--- src/design/sdx_pkg.sv ---
// Package for the Soundex encoder: word types, the letter group table and
// shared constants. Depends on nothing; every module of the block imports it.
package sdx_pkg;

   localparam int CODE_LENGTH_DEFAULT = 4;
   localparam int DIGIT_SLOTS         = 3;
   localparam int QUEUE_DEPTH         = 2;

   localparam logic [7:0] CHAR_UPPER_A = 8'h41;
   localparam logic [7:0] CHAR_UPPER_Z = 8'h5A;
   localparam logic [7:0] CHAR_LOWER_A = 8'h61;
   localparam logic [7:0] CHAR_LOWER_Z = 8'h7A;
   localparam logic [6:0] LEAD_BASE    = 7'h41;
   localparam logic [2:0] CODE_NONE    = 3'd0;

   typedef struct packed {
      logic [7:0] ch;
      logic       is_final;
   } req_type;

   typedef struct packed {
      logic [6:0] lead_letter;
      logic [2:0] code_one;
      logic [2:0] code_two;
      logic [2:0] code_three;
      logic       no_letters;
   } rsp_type;

   // A byte after classification, as it waits in the queue.
   typedef struct packed {
      logic       letter;
      logic [4:0] idx;
      logic [2:0] code;
      logic       last;
   } class_type;

   // Handshake between the queue and the back end.
   typedef struct packed {
      logic valid;
      logic ready;
   } link_type;

   function automatic logic [2:0] group_code(input logic [4:0] idx);
      logic [2:0] code;
      case (idx)
         5'd1, 5'd5, 5'd15, 5'd21:                          code = 3'd1;
         5'd2, 5'd6, 5'd9, 5'd10, 5'd16, 5'd18, 5'd23, 5'd25: code = 3'd2;
         5'd3, 5'd19:                                       code = 3'd3;
         5'd11:                                             code = 3'd4;
         5'd12, 5'd13:                                      code = 3'd5;
         5'd17:                                             code = 3'd6;
         default:                                           code = CODE_NONE;
      endcase
      return code;
   endfunction

endpackage

--- src/design/sdx_front.sv ---
// Front end of the Soundex encoder: takes a byte, folds case and looks up
// its letter group. Depends on sdx_pkg.
module sdx_front (
   input  sdx_pkg::req_type   req_data,
   output sdx_pkg::class_type cls_data
);
   import sdx_pkg::*;

   always_comb begin
      cls_data.letter = 1'b0;
      cls_data.idx    = 5'd0;
      cls_data.last   = req_data.is_final;
      if (req_data.ch inside {[CHAR_LOWER_A:CHAR_LOWER_Z]}) begin
         cls_data.letter = 1'b1;
         cls_data.idx    = 5'(req_data.ch - CHAR_LOWER_A);
      end else if (req_data.ch inside {[CHAR_UPPER_A:CHAR_UPPER_Z]}) begin
         cls_data.letter = 1'b1;
         cls_data.idx    = 5'(req_data.ch - CHAR_UPPER_A);
      end
      cls_data.code = group_code(cls_data.idx);
   end

endmodule

--- src/design/sdx_queue.sv ---
// Short register queue between the front and back ends of the encoder.
// Depends on sdx_pkg for the entry type.
module sdx_queue #(
   parameter int DEPTH = sdx_pkg::QUEUE_DEPTH
) (
   input  logic               clock,
   input  logic               reset,
   input  logic               push_valid,
   output logic               push_ready,
   input  sdx_pkg::class_type push_data,
   output sdx_pkg::link_type  pop_link_valid,
   input  logic               pop_ready,
   output sdx_pkg::class_type pop_data
);
   import sdx_pkg::*;

   localparam int PTR_W = (DEPTH > 1) ? $clog2(DEPTH) : 1;
   localparam int CNT_W = $clog2(DEPTH + 1);

   class_type          entry_ff [DEPTH];
   logic [PTR_W-1:0]   wr_ptr_ff, wr_ptr_in;
   logic [PTR_W-1:0]   rd_ptr_ff, rd_ptr_in;
   logic [CNT_W-1:0]   count_ff, count_in;
   logic               push, pop;

   assign push_ready           = (count_ff != CNT_W'(DEPTH));
   assign pop_link_valid.valid = (count_ff != '0);
   assign pop_link_valid.ready = pop_ready;
   assign pop_data             = entry_ff[rd_ptr_ff];
   assign push                 = push_valid && push_ready;
   assign pop                  = pop_link_valid.valid && pop_ready;

   always_comb begin
      wr_ptr_in = wr_ptr_ff;
      rd_ptr_in = rd_ptr_ff;
      count_in  = count_ff;
      if (push) begin
         wr_ptr_in = (wr_ptr_ff == PTR_W'(DEPTH - 1)) ? '0 : wr_ptr_ff + 1'b1;
      end
      if (pop) begin
         rd_ptr_in = (rd_ptr_ff == PTR_W'(DEPTH - 1)) ? '0 : rd_ptr_ff + 1'b1;
      end
      if (push && !pop) begin
         count_in = count_ff + 1'b1;
      end else if (pop && !push) begin
         count_in = count_ff - 1'b1;
      end
   end

   always_ff @(posedge clock) begin
      if (reset) begin
         wr_ptr_ff <= '0;
         rd_ptr_ff <= '0;
         count_ff  <= '0;
      end else begin
         wr_ptr_ff <= wr_ptr_in;
         rd_ptr_ff <= rd_ptr_in;
         count_ff  <= count_in;
      end
   end

   always_ff @(posedge clock) begin
      if (push) begin
         entry_ff[wr_ptr_ff] <= push_data;
      end
   end

endmodule

--- src/design/sdx_back.sv ---
// Back end of the Soundex encoder: keeps the code being built, one queued
// byte per cycle while no final byte waits, and holds the finished word in
// the output register. Depends on sdx_pkg.
module sdx_back #(
   parameter int CODE_LENGTH = sdx_pkg::CODE_LENGTH_DEFAULT
) (
   input  logic               clock,
   input  logic               reset,
   input  sdx_pkg::link_type  q_link,
   output logic               q_ready,
   input  sdx_pkg::class_type q_data,
   output logic               rsp_valid,
   input  logic               rsp_ready,
   output sdx_pkg::rsp_type   rsp_data
);
   import sdx_pkg::*;

   localparam int LIMIT_INT = (CODE_LENGTH - 1 > DIGIT_SLOTS) ? DIGIT_SLOTS :
                              (CODE_LENGTH - 1 < 0) ? 0 : CODE_LENGTH - 1;
   localparam logic [1:0] DIGIT_LIMIT = 2'(LIMIT_INT);

   logic [4:0] first_ff, first_in;
   logic       have_ff, have_in;
   logic [2:0] prev_ff, prev_in;
   logic [1:0] count_ff, count_in;
   logic [2:0] held_ff [DIGIT_SLOTS];
   logic [2:0] held_in [DIGIT_SLOTS];
   logic       rsp_valid_ff, rsp_valid_in;
   rsp_type    rsp_data_ff, rsp_data_in;
   logic       pop, finish;

   // A final byte needs the output register free; other bytes never wait.
   assign q_ready   = !q_data.last || !rsp_valid_ff || rsp_ready;
   assign pop       = q_link.valid && q_ready;
   assign finish    = pop && q_data.last;
   assign rsp_valid = rsp_valid_ff;
   assign rsp_data  = rsp_data_ff;

   always_comb begin
      first_in    = first_ff;
      have_in     = have_ff;
      prev_in     = prev_ff;
      count_in    = count_ff;
      held_in     = held_ff;
      rsp_data_in = rsp_data_ff;

      if (pop && q_data.letter) begin
         if (!have_ff) begin
            have_in  = 1'b1;
            first_in = q_data.idx;
            prev_in  = q_data.code;
         end else if (q_data.code != prev_ff) begin
            prev_in = q_data.code;
            if (q_data.code != CODE_NONE && count_ff < DIGIT_LIMIT) begin
               held_in[count_ff] = q_data.code;
               count_in          = count_ff + 1'b1;
            end
         end
      end

      if (finish) begin
         if (have_in) begin
            rsp_data_in.lead_letter = LEAD_BASE + {2'b00, first_in};
            rsp_data_in.code_one    = held_in[0];
            rsp_data_in.code_two    = held_in[1];
            rsp_data_in.code_three  = held_in[2];
            rsp_data_in.no_letters  = 1'b0;
         end else begin
            rsp_data_in            = '0;
            rsp_data_in.no_letters = 1'b1;
         end
         first_in = '0;
         have_in  = 1'b0;
         prev_in  = CODE_NONE;
         count_in = '0;
         for (int i = 0; i < DIGIT_SLOTS; i++) begin
            held_in[i] = CODE_NONE;
         end
      end

      if (finish) begin
         rsp_valid_in = 1'b1;
      end else if (rsp_ready) begin
         rsp_valid_in = 1'b0;
      end else begin
         rsp_valid_in = rsp_valid_ff;
      end
   end

   always_ff @(posedge clock) begin
      if (reset) begin
         first_ff     <= '0;
         have_ff      <= 1'b0;
         prev_ff      <= CODE_NONE;
         count_ff     <= '0;
         rsp_valid_ff <= 1'b0;
         for (int i = 0; i < DIGIT_SLOTS; i++) begin
            held_ff[i] <= CODE_NONE;
         end
      end else begin
         first_ff     <= first_in;
         have_ff      <= have_in;
         prev_ff      <= prev_in;
         count_ff     <= count_in;
         rsp_valid_ff <= rsp_valid_in;
         held_ff      <= held_in;
      end
   end

   always_ff @(posedge clock) begin
      rsp_data_ff <= rsp_data_in;
   end

`ifndef SYNTHESIS
   // The digit count never passes the number of digits the code may carry.
   a_count_limit: assert property (@(posedge clock) disable iff (reset)
      count_ff <= DIGIT_LIMIT)
      else $error("digit count beyond limit");

   // Finishing a name leaves the state cleared for the next one.
   a_clear_after_final: assert property (@(posedge clock) disable iff (reset)
      finish |=> (!have_ff && count_ff == 2'd0))
      else $error("state not cleared after final byte");

   // Digits can only be stored once a first letter is held.
   a_digits_need_letter: assert property (@(posedge clock) disable iff (reset)
      !have_ff |-> (count_ff == 2'd0))
      else $error("digits held without a first letter");

   // A waiting result is never overwritten by a new final byte.
   a_no_overwrite: assert property (@(posedge clock) disable iff (reset)
      (rsp_valid_ff && !rsp_ready) |-> !finish)
      else $error("result overwritten while stalled");
`endif

endmodule

--- src/design/soundex_encoder.sv ---
// Soundex encoder, top level: front end, queue and back end.
// Depends on sdx_pkg, sdx_front, sdx_queue and sdx_back.
//
// Use: a name enters on the req_ channel one byte per word, with is_final
// set on its last byte. Bytes that are not letters are dropped; case is
// folded. On the final byte one word leaves on the rsp_ channel: the first
// letter and three code digits (zero padded), or no_letters when the name
// held no letter. Other bytes give no result.
// Throughput: one byte per cycle while req_ready is high. A byte is
// classified as it enters the two-entry queue; the back end updates the
// code from one queued byte per cycle unless a final byte waits, and
// the result word is registered as the final byte leaves the queue.
// Stall: the result waits in the output register while rsp_ready is low.
// Non-final bytes keep flowing; a final byte waits in the queue until the
// output register is free, and req_ready falls once the queue is full.
// Reset: synchronous; clears the queue, the code being built and the
// output valid. The block takes bytes as soon as reset is low.
module soundex_encoder #(
   parameter int CODE_LENGTH = sdx_pkg::CODE_LENGTH_DEFAULT
) (
   input  logic             clock,
   input  logic             reset,
   input  logic             req_valid,
   output logic             req_ready,
   input  sdx_pkg::req_type req_data,
   output logic             rsp_valid,
   input  logic             rsp_ready,
   output sdx_pkg::rsp_type rsp_data
);
   import sdx_pkg::*;

   class_type cls_data;
   class_type q_data;
   link_type  q_link;
   logic      q_ready;

   sdx_front u_front (
      .req_data (req_data),
      .cls_data (cls_data)
   );

   sdx_queue #(
      .DEPTH (QUEUE_DEPTH)
   ) u_queue (
      .clock          (clock),
      .reset          (reset),
      .push_valid     (req_valid),
      .push_ready     (req_ready),
      .push_data      (cls_data),
      .pop_link_valid (q_link),
      .pop_ready      (q_ready),
      .pop_data       (q_data)
   );

   sdx_back #(
      .CODE_LENGTH (CODE_LENGTH)
   ) u_back (
      .clock     (clock),
      .reset     (reset),
      .q_link    (q_link),
      .q_ready   (q_ready),
      .q_data    (q_data),
      .rsp_valid (rsp_valid),
      .rsp_ready (rsp_ready),
      .rsp_data  (rsp_data)
   );

endmodule

--- config.mk ---
export PLATFORM = sky130hd
export DESIGN_NAME = soundex_encoder
export DESIGN_NICKNAME = d
export VERILOG_FILES = /design/src/design/sdx_pkg.sv /design/src/design/sdx_front.sv /design/src/design/sdx_queue.sv /design/src/design/sdx_back.sv /design/src/design/soundex_encoder.sv
export SDC_FILE = /design/constraint.sdc
export NUM_CORES = 1
export LEC_CHECK = 0
export ABC_AREA = 1
export ABC_CLOCK_PERIOD_IN_PS = 3800
export BUFFER_PORTS_ARGS = -buffer_cell sky130_fd_sc_hd__buf_2
export CAP_MARGIN = 20
export CELL_PAD_IN_SITES_DETAIL_PLACEMENT = 1
export CELL_PAD_IN_SITES_GLOBAL_PLACEMENT = 1
export CORE_MARGIN = 4
export CORE_UTILIZATION = 45
export DETAILED_ROUTE_END_ITERATION = 6
export GPL_TIMING_DRIVEN = 0
export PLACE_DENSITY = 0.8
export SLEW_MARGIN = 20
export SYNTH_ARGS = -nofsm -noshare
export SYNTH_HDL_FRONTEND = slang
export SYNTH_HIERARCHICAL = 1
export SYNTH_SLANG_ARGS = --single-unit
--- constraint.sdc ---
create_clock -name clock -period 3.8 [get_ports clock]
set_input_delay 0.76 -clock clock [delete_from_list [all_inputs] [get_ports clock]]
set_output_delay 0.76 -clock clock [all_outputs]
set_load 0.03 [all_outputs]
---- Word level (Yosys, flattened, before mapping) ----
Memories as Yosys holds them, arrays and structs flattened. A register that Yosys moved wholly into a read port is not among the register bits.
Index checks and enable logic that the tools add are counted.
W data, S select, Z words.
word-level totals
  bits in registers ....................... 42
  RAM bits ................................ 20
  memory bits (read-only) ................. 96
  bits of input ports ..................... 13
  output and inout bits ................... 19
  word-level logic and storage cells ...... 85
  memories ................................ 2
cells by class
  add/sub/neg operators ................... 8
  $lt $le $gt $ge ......................... 7
  equal/unequal tests ..................... 3
  mux-type cells .......................... 25
  bitwise gates (word level) .............. 1
  reduce and logical (&&, ||, !) cells .... 23
memory list
  name              depth  bits a word  rd ports  clocked after Yosys merged registers in  wr ports  RTL line         text
  (name not given)  32     3            1         0                                        0         sdx_pkg.sv:45    case (idx)
  u_queue.entry_ff  2      10           1         1                                        1         sdx_queue.sv:20  class_type entry_ff [DEPTH];
operator list
  operator               count
  $mux W9                4
  $ge A8 B7 Y1 const B   2
  $le A8 B7 Y1 const B   2
  $mux W6                2
  $logic_and A1 B1 Y1    10
  $mux W1                10
  $mux W5                2
  $sub A5 B1 Y5 const B  2
  $bwmux W9              1
  $mux W3                3
  $add A7 B5 Y7 const A  1
  $demux W3 S2           1
  $reduce_bool A2 Y1     3
  $add A2 B1 Y2 const B  2
  $logic_not A1 Y1       4
  $mux W2                2
  $ne A2 B2 Y1 const B   2
  $reduce_and A4 Y1      1
  $ge A3 B3 Y1 const B   1
  $lt A3 B1 Y1 const B   1
  $ne A3 B3 Y1           1
  $not A2 Y3             1
  $reduce_bool A3 Y1     1
  $add A1 B1 Y1 const B  2
  other kinds (5)        6

---- Depth between registers and ports, before layout ----
  word-level depth ........................ 10
  gate-level depth with buffers ........... 17
  mapped depth without buffers ............ 17

---- Hierarchy ----
The synthesis kept the hierarchy.
by module, submodules not included
  module     instances  cells an instance  area each (sq um)  seq. area each (sq um)
  sdx_back   1          217                1,755.4            930.9
  sdx_queue  1          69                 1,022.2            700.7
  sdx_front  1          80                 441.7              0.0

---- Worst setup path before layout ----
OpenSTA, ideal clock, no wires.
  kind .................................... input to register
  start ................................... input req_data[1] (netlist name)
  end ..................................... memory u_queue/entry_ff[0][2] (netlist name), data pin
  library setup time ...................... 0.252 ns
  arrival time ............................ 2.282 ns
  data required time ...................... 3.548 ns
  setup slack ............................. 1.266 ns
  stages .................................. 17
  path buffers ............................ 0
  cell sequence ........................... inv_1 -> ha_1 -> nand2_1 -> nand2_1 -> o21bai_1 -> nand2_2 -> nand2_4 -> nor2_1 -> inv_1 -> ha_1 -> nor2_1 -> nand4_1 -> nand2_1 -> inv_1 -> nand2_1 -> nand2_1 -> inv_1
RTL lines
  item         RTL line               text
  from (decl)  soundex_encoder.sv:25  input sdx_pkg::req_type req_data,
  to (decl)    sdx_queue.sv:20

==> impl_metrics.toml <==
[outcome]
outcome = "finished clean"

[route]
routedWlPerCell_microns = 13.2
postRouteWirelength_mm = 6.67
drt_iter0_drc = 57
antenna_left = 0
dr_total_vias = 2466
route.detailed.drc = 0
viasPerCell = 4.87
drt_pre_antenna_iters = 4

[logic_synthesis]
synthCells = 365
synth_nets = 390
ys_warn_count = 6
netlist_area_sq_um = 3210
syn_avg_cell_area_sq_um = 8.80

[global_routing]
grt_overflow_total = 0
grt_pass1_wl_mm = 11.5
grt_usage = 0.169
antenna_found_initial = 0
grt_pass1_vias = 2601
grt_start_max_net_pins = 18

[timing]
setup_violations = 0
timing.final.crit_share = 0.700
tns_ns = 0
hold_violations = 0
final_max_slew_viol_count = 0
tightest_slew_ns = 0.902
layout_setup_ws_ns = 1.14
slew_headroom = 0.397
fmaxAchievable_mhz = 376
period_needed_ns = 2.66
whs_ns = 0.495
clock_skew_ns = 0.00927
rsz0062_at_grt = "no"

[worst_setup_path]
crit_path_start_kind = "input port"
cp_max_fo = 7
crit_top_cell = "nand2_1"
critPathCaptureType = "register"
critPathKind = "in2reg"
worstPathArrival_ns = 2.85
critPathRequiredTime_ns = 3.99
crit_chain = "buf_2 -> inv_1 -> ha_1 -> nand2_1 -> nand2_1 -> o21bai_1 -> nand2_2 -> nand2_4 -> nor2_1 -> inv_1 -> ha_1 -> nor2_1 -> nand4_1 -> nand2_1 -> inv_1 -> nand2_1 -> nand2_1 -> inv_1"
slowest_stage = "nor2_1"
slowest_delay_ns = 0.32

[clock_network]
cts_buffer_depth = 2
ctsResizeCount = 0
clock_sinks = 63
h-tree-depth = 3
cts_tree = "built"
cts_inserted_buffers = 9
path_clk_slew_ns = 0.06
ctsHoldBuffers = 0
clk_latency_ns = 0.32
root_buffer = "clkbuf_8"
cts_setup_buffers = 0

[layout]
drive_above_1_share = 0.190
nets = 431
multi_input_area_sq_um = 1330
register_area_sq_um = 1630
num_antenna_cells = 0
syn2layout_area_growth_pct = 13.3
nFillCells = 839
fin_area_sq_um = 3640

[place]
place_ws_ns = 0.783
dp_hpwl_mm = 5.21
io_buffers = 30
dpl_cell_area_sq_um = 3480
place_congestion = 0.833

[die]
chipWidth_microns = 92.5
core.rowCount = 30
die_y_microns = 92.5
die_area_sq_um = 8550
start_util = 0.468
core_sq_um = 6870
io_pins = 32

[power]
p_leak_nw = 1.63
power.density_nw_per_um2 = 683
finalPower_mw = 2.49
ir_drop_mv = 0.193

[job]
cap_violations = 0

[min_path]
min-delay-path-class = "reg2reg"
worst max-delay path: cells and delay by family:
family | cells | cell delay [ns]
and+or+nand+nor | 10 | 1.09
AOI/OAI and AO/OA | 1 | 0.07
buffers and inverters | 5 | 0.47
adders and majority gates | 2 | 0.47
power by group:
part           leakage (nW)  internal [mW]  switching, mW
Clock                0.0809          0.248          0.226
Sequential            0.566          0.912         0.0678
Combinational         0.986          0.323          0.707
through the flow:
| step | utilization | cells |
|---|---|---|
| after floorplan | - | 365 |
| after global placement | 0.507 | 491 |
| after detailed placement | 0.507 | 491 |
| after CTS | 0.530 | 506 |
| after global routing | 0.530 | 506 |
| final | 0.530 | 506 |
final timing paths:
check	from	slack [ns]	depth (start not counted)	end
setup / recovery	req_data[1]	1.14	18	u_queue/entry_ff[0][2]
hold / removal	u_back/first_ff[4]	0.49	2	u_back/first_ff[4]
setup reg to reg	register	1.57	9	u_back/rsp_data[5]
hold reg to reg	u_back/first_ff[4]	0.49	2	u_back/first_ff[4]
layer usage:
layer  GRT usage  vias up  routed length (microns)
met4      0.0743        0                      126
li1            -     1267                        -
met5           0        -                        0
met3      0.0317       10                      233
met1       0.194     1148                     2920
met2       0.305       41                     3390
state kept, by name (all words and copies together) (netlist names), 2 cells and up, named ones only:
| name | cells |
|---|---|
| u_back/first_ff | 5 |
| u_back/prev_ff | 3 |
| u_queue/count_ff | 2 |
| u_back/count_ff | 2 |
| u_back/rsp_data | 17 |
| u_back/held_ff | 9 |
| u_queue/entry_ff | 20 |
layout by cell type (no fill, tap or decap), types with 3 or more instances in the layout:
cell and n:
o21ai_0 5, inv_2 5, nor2_1 49, buf_2 32
nand3_1 13, nand4_1 21, clkbuf_8 10, mux2_4 10
nand3_2 3, edfxtp_1 37, nand2_2 5, a21oi_1 10
nand2_1 96, ha_1 12, clkbuf_1 4, inv_1 46
dfxtp_1 26
area by class of cell:
class | count | area share
buffer | 6 | 0.0120
clock buffer | 13 | 0.0409
clock inverter | 2 | 0.00241
inverter | 54 | 0.0574
multi-input combinational | 242 | 0.365
sequential | 63 | 0.448
tap | 96 | 0.0330
timing repair buffer | 30 | 0.0413
(Power assumes the default switching activity.)
